===== config.mk =====
export PLATFORM = sky130hd
export DESIGN_NAME = acorn128_byte_state_update
export DESIGN_NICKNAME = d
export VERILOG_FILES = /design/src/rtl/core/acorn_pkg.sv /design/src/rtl/core/acorn128_byte_state_update.sv
export SDC_FILE = /design/constraint.sdc
export NUM_CORES = 1
export LEC_CHECK = 0
export ABC_AREA = 1
export BUFFER_PORTS_ARGS = -buffer_cell sky130_fd_sc_hd__clkbuf_2
export CORE_MARGIN = 1.5
export CORE_UTILIZATION = 55
export CTS_BUF_LIST = sky130_fd_sc_hd__clkbuf_8
export CTS_CLUSTER_DIAMETER = 50
export DETAILED_ROUTE_END_ITERATION = 12
export HOLD_SLACK_MARGIN = 0.12
export PLACE_DENSITY = 0.72
export SYNTH_ARGS = -nofsm -noshare
export SYNTH_HDL_FRONTEND = slang
export SYNTH_SLANG_ARGS = --single-unit

===== constraint.sdc =====
create_clock -name clk -period 2.2 [get_ports clk]
set_input_delay 0 -clock clk [delete_from_list [all_inputs] [get_ports clk]]
set_output_delay 0 -clock clk [all_outputs]
set_load 0.02 [all_outputs]

===== src/rtl/core/acorn_pkg.sv =====
`timescale 1ns / 1ps

package acorn_pkg;

    localparam int STATE_W = 293;
    localparam int BYTE_W  = 8;
    // Working width: state plus room for the feedback byte beyond the top bit
    localparam int WORK_W  = 304;

    typedef logic [STATE_W-1:0] acorn_state_t;
    typedef logic [BYTE_W-1:0]  acorn_byte_t;

    typedef struct packed {
        acorn_state_t state;
        acorn_byte_t  dout;
    } acorn_result_t;

    function automatic acorn_byte_t maj8(input acorn_byte_t x, input acorn_byte_t y,
                                         input acorn_byte_t z);
        return (x & y) ^ (x & z) ^ (y & z);
    endfunction

    function automatic acorn_byte_t ch8(input acorn_byte_t x, input acorn_byte_t y,
                                        input acorn_byte_t z);
        return (x & y) ^ (~x & z);
    endfunction

    // Eight ACORN steps at once, step j on bit j of each byte-wide tap.
    function automatic acorn_result_t acorn_byte_step(input acorn_state_t st,
                                                      input logic enc,
                                                      input acorn_byte_t din,
                                                      input acorn_byte_t ca,
                                                      input acorn_byte_t cb);
        logic [WORK_W-1:0] s;
        acorn_byte_t t12, t235, t244, t23, t160, t111, t66, t196;
        acorn_byte_t t230, t193, t154, t107, t61, t0, t;
        acorn_byte_t ks, dout, pt, f;
        acorn_result_t res;
        s    = {{(WORK_W-STATE_W){1'b0}}, st};
        t12  = s[12 +: 8];  t235 = s[235 +: 8]; t244 = s[244 +: 8];
        t23  = s[23 +: 8];  t160 = s[160 +: 8]; t111 = s[111 +: 8];
        t66  = s[66 +: 8];  t196 = s[196 +: 8]; t230 = s[230 +: 8];
        t193 = s[193 +: 8]; t154 = s[154 +: 8]; t107 = s[107 +: 8];
        t61  = s[61 +: 8];  t0   = s[0 +: 8];

        // linear feedback corrections
        t = t235 ^ t230; s[289 +: 8] = s[289 +: 8] ^ t;
        t = t196 ^ t193; t230 = t230 ^ t; s[230 +: 8] = s[230 +: 8] ^ t;
        t = t160 ^ t154; t193 = t193 ^ t; s[193 +: 8] = s[193 +: 8] ^ t;
        t = t111 ^ t107; t154 = t154 ^ t; s[154 +: 8] = s[154 +: 8] ^ t;
        t = t66 ^ t61;   t107 = t107 ^ t; s[107 +: 8] = s[107 +: 8] ^ t;
        t = t23 ^ t0;    t61  = t61 ^ t;  s[61 +: 8]  = s[61 +: 8] ^ t;

        ks   = t12 ^ t154 ^ maj8(t235, t61, t193) ^ ch8(t230, t111, t66);
        dout = din ^ ks;
        pt   = enc ? din : dout;

        f = t0 ^ ~t107 ^ maj8(t244, t23, t160) ^ (ca & t196) ^ (cb & ks) ^ pt;
        s[293 +: 8] = s[293 +: 8] ^ f;

        // shift by eight; anything above the top bit drops out
        res.state = s[STATE_W+BYTE_W-1:BYTE_W];
        res.dout  = dout;
        return res;
    endfunction

endpackage


===== src/rtl/core/acorn128_byte_state_update.sv =====
`timescale 1ns / 1ps
// An input transaction reaches the result through the input register, then the result register.
// Throughput: one byte per cycle while out_stall is low; the 293-bit state feeds back through one pass of
// eight unrolled bit-steps, so each byte sees the state left by the one before.
// Reset (rst_n low, asynchronous): state cleared to zero, both stages emptied.
// A byte with restart set processes from an all-zero state.
module acorn128_byte_state_update
    import acorn_pkg::*;
(
    input  logic        clk,
    input  logic        rst_n,
    input  logic        in_valid,
    output logic        in_stall,
    input  logic        kind,
    input  acorn_byte_t data_in,
    input  acorn_byte_t ca_mask,
    input  acorn_byte_t cb_mask,
    input  logic        restart,
    output logic        out_valid,
    input  logic        out_stall,
    output acorn_byte_t data_out
);

    // Input stage: holds one accepted transaction until the result stage can take it
    logic          in_valid_reg;
    logic          kind_reg;
    acorn_byte_t   data_reg;
    acorn_byte_t   ca_reg;
    acorn_byte_t   cb_reg;
    logic          restart_reg;

    // Result stage
    logic          out_valid_reg;
    acorn_byte_t   dout_reg;

    // Cipher register, advanced once per byte as it moves into the result stage
    acorn_state_t  state_reg;
    acorn_state_t  state_next;
    acorn_state_t  state_src;
    acorn_result_t step;

    logic          out_free;
    logic          advance;
    logic          in_take;

    // Result stage is free when empty or being drained this cycle
    assign out_free = !out_valid_reg || !out_stall;
    assign advance  = in_valid_reg && out_free;
    // Input stage takes a new transaction when empty or when it hands its byte on
    assign in_stall = in_valid_reg && !out_free;
    assign in_take  = in_valid && !in_stall;

    // Restart clears the register before this byte is worked
    assign state_src  = restart_reg ? '0 : state_reg;
    assign step       = acorn_byte_step(state_src, kind_reg, data_reg, ca_reg, cb_reg);
    assign state_next = step.state;

    always_ff @(posedge clk or negedge rst_n)
    begin
        if (!rst_n)
        begin
            in_valid_reg  <= 1'b0;
            out_valid_reg <= 1'b0;
            state_reg     <= '0;
        end
        else
        begin
            // Hold the input stage while blocked, refill or drop otherwise
            if (!in_stall)
            begin
                in_valid_reg <= in_valid;
            end
            if (out_free)
            begin
                out_valid_reg <= in_valid_reg;
            end
            // Advance the cipher only when a byte really moves on
            if (advance)
            begin
                state_reg <= state_next;
            end
        end
    end

    // Payload registers: no reset needed
    always_ff @(posedge clk)
    begin
        if (in_take)
        begin
            kind_reg    <= kind;
            data_reg    <= data_in;
            ca_reg      <= ca_mask;
            cb_reg      <= cb_mask;
            restart_reg <= restart;
        end
        if (advance)
        begin
            dout_reg <= step.dout;
        end
    end

    assign out_valid = out_valid_reg;
    assign data_out  = dout_reg;

    // The cipher register moves only with a byte passing into the result stage
    assert property (@(posedge clk) disable iff (!rst_n)
        !advance |=> $stable(state_reg))
        else $error("cipher state changed without a byte advancing");

    // A new result appears only after the input stage handed one on
    assert property (@(posedge clk) disable iff (!rst_n)
        !advance && !out_valid_reg |=> !out_valid_reg)
        else $error("result appeared with no byte advancing");

    // Upstream is held back only when both stages are full and the result is stalled
    assert property (@(posedge clk) disable iff (!rst_n)
        in_stall |-> (in_valid_reg && out_valid_reg && out_stall))
        else $error("input stalled while a stage was free");

    // A full input stage facing a free result stage must hand its byte on
    assert property (@(posedge clk) disable iff (!rst_n)
        in_valid_reg && !out_valid_reg |=> out_valid_reg)
        else $error("byte stuck in input stage");

endmodule


# Word-level counts from Yosys, hierarchy flattened
# Cells that the tools add are included.
[op_classes]
n_reduce_logical = 8
muxes = 2
bitwise = 39
[op_table]
columns = ["op", "count"]
rows = [
  ["$mux 293", 1],
  ["$xor 8x8->8", 25],
  ["$and 8x8->8", 10],
  ["$not 8->8", 2],
  ["$xor 4x8->8", 2],
  ["$mux 8", 1],
  ["$logic_not 1->1", 4],
  ["$logic_and 1x1->1", 3],
  ["$logic_or 1x1->1", 1],
]
[totals]
out_inout_bits = 10
ff_bits = 329
wordCells = 58

# Logic depth before layout (Yosys ltp)
[logic_depth]
depth_word = 12
ltp_mapped = 21
ltp_nobuf = 19

# Worst setup path after synthesis
# OpenSTA, ideal clock, no wires.
[synth_path]
path_type = "register to register"
from = "reg out_valid_reg (netlist: out_valid)"
to = "reg dout_reg[0] (netlist: data_out[0]), enable pin"
setup_slack_ps = 210
arrival_time_ps = 1615
required_ps = 1824
stages_incl_launch_ff = 6
n_path_buf = 2
cell_sequence = "dfrtp_1 -> nand2_1 -> nand2_1 -> inv_1 -> clkbuf_1 -> clkbuf_1"
[synth_via]
elab_chain_len = 3
[synth_rtl]
columns = ["item", "line_no", "source"]
rows = [
  ["from (decl)", "acorn128_byte_state_update.sv:33", "logic out_valid_reg;"],
  ["from (signal assigned)", "acorn128_byte_state_update.sv:75", "out_valid_reg <= in_valid_reg;"],
  ["$logic_not 1->1", "acorn128_byte_state_update.sv:47", "assign out_free = !out_valid_reg || !out_stall;"],
  ["$logic_or 1x1->1", "acorn128_byte_state_update.sv:47", ""],
  ["$logic_and 1x1->1", "acorn128_byte_state_update.sv:48", "assign advance = in_valid_reg && out_free;"],
  ["via advance", "acorn128_byte_state_update.sv:43", "logic advance;"],
  ["to (signal assigned)", "acorn128_byte_state_update.sv:98", "dout_reg <= step.dout;"],
  ["to (decl)", "acorn128_byte_state_update.sv:34", "acorn_byte_t dout_reg;"],
]
# The timed path passes the listed nets, and every way through them passes these cells.
# A chain may end at the register's enable or synchronous reset.

# Worst setup path after layout
[layout_path]
from = "reg restart_reg"
to = "reg state_reg[288]"
[layout_via]
elab_chain_len = 12
word_cells_on_any_way = 41
classes_between = "mux (2); bitwise (39)"
[layout_rtl]
columns = ["item", "line_no", "source"]
rows = [
  ["from (decl)", "acorn128_byte_state_update.sv:30", "logic restart_reg;"],
  ["from (signal assigned)", "acorn128_byte_state_update.sv:94", "restart_reg <= restart;"],
  ["$mux 293 *", "acorn128_byte_state_update.sv:54", "assign state_src = restart_reg ? '0 : state_reg;"],
  ["$xor 8x8->8 (on tied branches) (2 in series)", "acorn_pkg.sv:52, acorn_pkg.sv:49", ""],
  ["$and 8x8->8", "acorn_pkg.sv:20", "return (x & y) ^ (x & z) ^ (y & z);"],
  ["$xor 8x8->8 (2 in series)", "acorn_pkg.sv:20", ""],
  ["$xor 8x8->8 (2 in series)", "acorn_pkg.sv:54", "ks = t12 ^ t154 ^ maj8(t235, t61, t193) ^ ch8(t230, t111, t66);"],
  ["$and 8x8->8 / $xor 8x8->8 (equally long branches)", "acorn_pkg.sv:58, acorn_pkg.sv:55", ""],
  ["$xor 8x8->8 / $mux 8 (equally long branches)", "acorn_pkg.sv:58, acorn_pkg.sv:56", ""],
  ["$xor 8x8->8", "acorn_pkg.sv:58", "f = t0 ^ ~t107 ^ maj8(t244, t23, t160) ^ (ca & t196) ^ (cb & ks) ^ pt;"],
  ["$xor 4x8->8 *", "acorn_pkg.sv:59", "s[293 +: 8] = s[293 +: 8] ^ f;"],
  ["to (signal assigned)", "acorn128_byte_state_update.sv:80", "state_reg <= state_next;"],
  ["to (decl)", "acorn128_byte_state_update.sv:37", "acorn_state_t state_reg;"],
]
# Mark *: on every way between the ends. The rest lies on a longest branch, timed or not.

==> impl_metrics.env <==
export IMPL_post_place_ws_ns=-0.221
export IMPL_worstHoldStart="cb_mask[6]"
export IMPL_power_density_nw_per_um2=690
export IMPL_critical_path_class="register to register"
export IMPL_crit_fanout=18
export IMPL_reg2reg_from="restart_reg"
export IMPL_rows=60
export IMPL_finalSetupViolations=15
export IMPL_cts_sinks=329
export IMPL_multi_input_comb_area_um2=6110
export IMPL_slew_violations=0
export IMPL_antenna_found_initial=0
export IMPL_fmax_mhz=421
export IMPL_peakVddDrop_mv=0.620
export IMPL_synth_top_area_share=0.483
export IMPL_synthSimpleGateAreaFrac=0.228
export IMPL_yosysWarnings=0
export IMPL_arrival_ns=2.85
export IMPL_end_kind="register"
export IMPL_synth_nets=1912
export IMPL_synth_compound_area_share=0.117
export IMPL_required_ns=2.68
export IMPL_clk_pin_slew_ns=0.06
export IMPL_initial_utilization=0.563
export IMPL_r2r_slack_ns=-0.18
export IMPL_reg2reg_to="state_reg[288]"
export IMPL_failed_checks="negative setup slack"
export IMPL_die_w_um=170
export IMPL_place_inst=2340
export IMPL_insertedDiodeCount=0
export IMPL_synth_distinct_cells=28
export IMPL_utilization=0.707
export IMPL_critPathLaunchType="register"
export IMPL_fin_crit_sh=1.08
export IMPL_relSlewSlack=0.527
export IMPL_first_global_vias=12765
export IMPL_netlist_instances=1882
export IMPL_overflow=0
export IMPL_finClkSkew_ns=0.0133
export IMPL_hp_class="input port to register"
export IMPL_place_hpwl_um=30000
export IMPL_detail_route_wl_per_cell_um=17.8
export IMPL_fin_nets=2117
export IMPL_numCtsBuffers=53
export IMPL_hold_end="cb_reg[6]"
export IMPL_synth_xor_area_share=0.00803
export IMPL_track_usage=0.314
export IMPL_drtPass1Iterations=5
export IMPL_whs_ns=0.129
export IMPL_grt_pass1_wl_um=69100
export IMPL_drc=0
export IMPL_die_y_um=170
export IMPL_max_cap_viol_count=0
export IMPL_core_area_um2=27100
export IMPL_h_tree_depth=2
export IMPL_fin_ws_ns=-0.176
export IMPL_final_cells=2502
export IMPL_cts_root_buf="clkbuf_8"
export IMPL_cts_tree="yes"
export IMPL_synth_top_family_by_area="simple AND/OR/NAND/NOR gates"
export IMPL_synth_area_leaders="dfrtp_1, nand2_1, inv_1"
export IMPL_vias=13619
export IMPL_synth_area_um2=15300
export IMPL_syn_to_final_growth_pct=25.5
export IMPL_postRouteAntennaNets=0
export IMPL_port_buffers=39
export IMPL_drt_iter0_drc=1503
export IMPL_nFillCells=2094
export IMPL_period_needed_ns=2.38
export IMPL_place_congestion=0.938
export IMPL_grt_max_degree=81
export IMPL_finalWirelength_um=44600
export IMPL_leakagePower_nw=9.22
export IMPL_layout_drive_gt1_share=0.212
export IMPL_ios=40
export IMPL_clkLatencyLatePin_ns=0.59
export IMPL_worst_pin_slew_ns=0.709
export IMPL_synth_area_mux_share=0
export IMPL_largest_reg_flops=293
export IMPL_dieArea_um2=28800
export IMPL_netlist_top_cell_by_area="dfrtp_1"
export IMPL_whs_path_depth=2
export IMPL_rr_worst_depth=18
export IMPL_synthAdderAreaFrac=0
export IMPL_seq_area_frac_synth=0.550
export IMPL_synth_seq_cells=329
export IMPL_status="finished with violations"
export IMPL_hold_violations=0
export IMPL_rsz0062_at_grt="true"
export IMPL_syn_avg_cell_area_um2=8.11
export IMPL_clk_path_buf_depth=3
export IMPL_ff_latch_area_um2=8400
export IMPL_p_total_mw=13.2
export IMPL_routed_via_density=5.44
-- layout by cell type (no fill, tap or decap), types with 3 or more instances in the layout --
master	count
o21ai_0	164
buf_4	115
nand2_4	14
nand3_1	135
clkbuf_8	61
inv_2	4
nand3b_1	6
xor2_2	3
xor2_1	6
clkbuf_2	38
nor2_1	37
inv_1	301
o21ai_1	9
nand2_1	484
clkinv_1	8
buf_8	6
nand4_1	8
dfrtp_1	295
o22ai_1	136
nor2_2	6
clkinv_2	9
xnor2_1	3
nand3_4	5
nand2_2	102
edfxtp_1	34
dlygate4sd3_1	42
nand3_2	42
and2_1	3
nor2_4	3
buf_12	15
buf_6	10
-- worst max-delay path by stage --
stage                           start        endpoint  slack (ns)  depth (start not counted)
final                     restart_reg  state_reg[288]       -0.18                         18
after global routing      restart_reg  state_reg[288]       -0.30                         18
after CTS                 restart_reg  state_reg[288]       -0.03                         19
after detailed placement  restart_reg  state_reg[288]       -0.22                         19
after global placement    restart_reg  state_reg[288]       -0.21                         19
after floorplan             out_valid     data_out[0]        0.21                          5
-- cell usage after synthesis --
library cell  instances
a21oi_1               2
a22o_1                2
and2_1                5
buf_1                 8
buf_2                 3
buf_4                 6
buf_6                 6
buf_8                 1
clkbuf_1             56
dfrtp_1             295
edfxtp_1             34
inv_1               290
inv_2                 1
inv_8                 1
nand2_1             597
nand2_2               3
nand3_1             182
nand3b_1              6
nand4_1               8
nor2_1               46
o211ai_1              2
o21ai_0             169
o21ai_1               7
o22ai_1             136
o31ai_1               1
or2_1                 1
xnor2_1               5
xor2_1                9
-- metal layers --
layer	GRT usage	routed length, um	vias to the layer above
met1	0.438	19300	6555
met5	0	0	-
met4	0.110	1550	0
li1	-	-	6471
met3	0.0403	2790	97
met2	0.508	21000	496
-- where the power goes --
| part | switching (mW) | internal, mW |
|---|---|---|
| Clock | 2.44 | 2.65 |
| Sequential | 0.172 | 6.43 |
| Combinational | 1.04 | 0.514 |
-- cell type report --
cell class	instances	share of cell area
Clock buffer	61	0.0438
Tap cell	372	0.0243
Clock inverter	37	0.00966
Inverter	292	0.0591
Sequential cell	329	0.438
Timing Repair inverter	3	0.00163
Multi-Input combinational cell	1181	0.319
Timing Repair Buffer	227	0.104
-- critical path: stages (launching register included) --
cell	delay, ns
edfxtp_1	0.52
buf_8	0.22
nor2_1	0.14
buf_4	0.14
nand3_1	0.09
nand2_2	0.13
nand2_1	0.09
nand2_1	0.10
nand3_2	0.12
nand2_1	0.10
nand2_2	0.08
nand2_2	0.09
nand2_1	0.06
nand2_1	0.06
nand2_1	0.08
inv_1	0.06
nand2_1	0.05
nand3_1	0.06
nand2_1	0.06
-- metrics by stage --
step,TNS (ns),cell area (um2)
2_1_floorplan,0,15300
3_3_place_gp,-0.671,16700
3_5_place_dp,-1.33,16700
4_1_cts,-0.118,18500
5_1_grt,-3.29,19200
6_report,-1.25,19200
-- logic make-up (layout without fill, tap and decap cells) --
logic type / after synthesis / after routing
AND/OR/NAND/NOR: 848 / 848
buffers and inverters: 372 / 620
flip-flops: 329 / 329
AO/OA/AOI/OAI: 319 / 319
XOR/XNOR: 14 / 14
-- what timing repair did --
action	4_1_cts	5_1_grt
cloned	2	2
pin swaps	16	36
endpoints found under the setup margin	15	17
hold buffers	43	0
buffers inserted	10	8
resized for setup	83	153
endpoints found under the hold margin	327	0
Power figures use the tool's default switching activity.
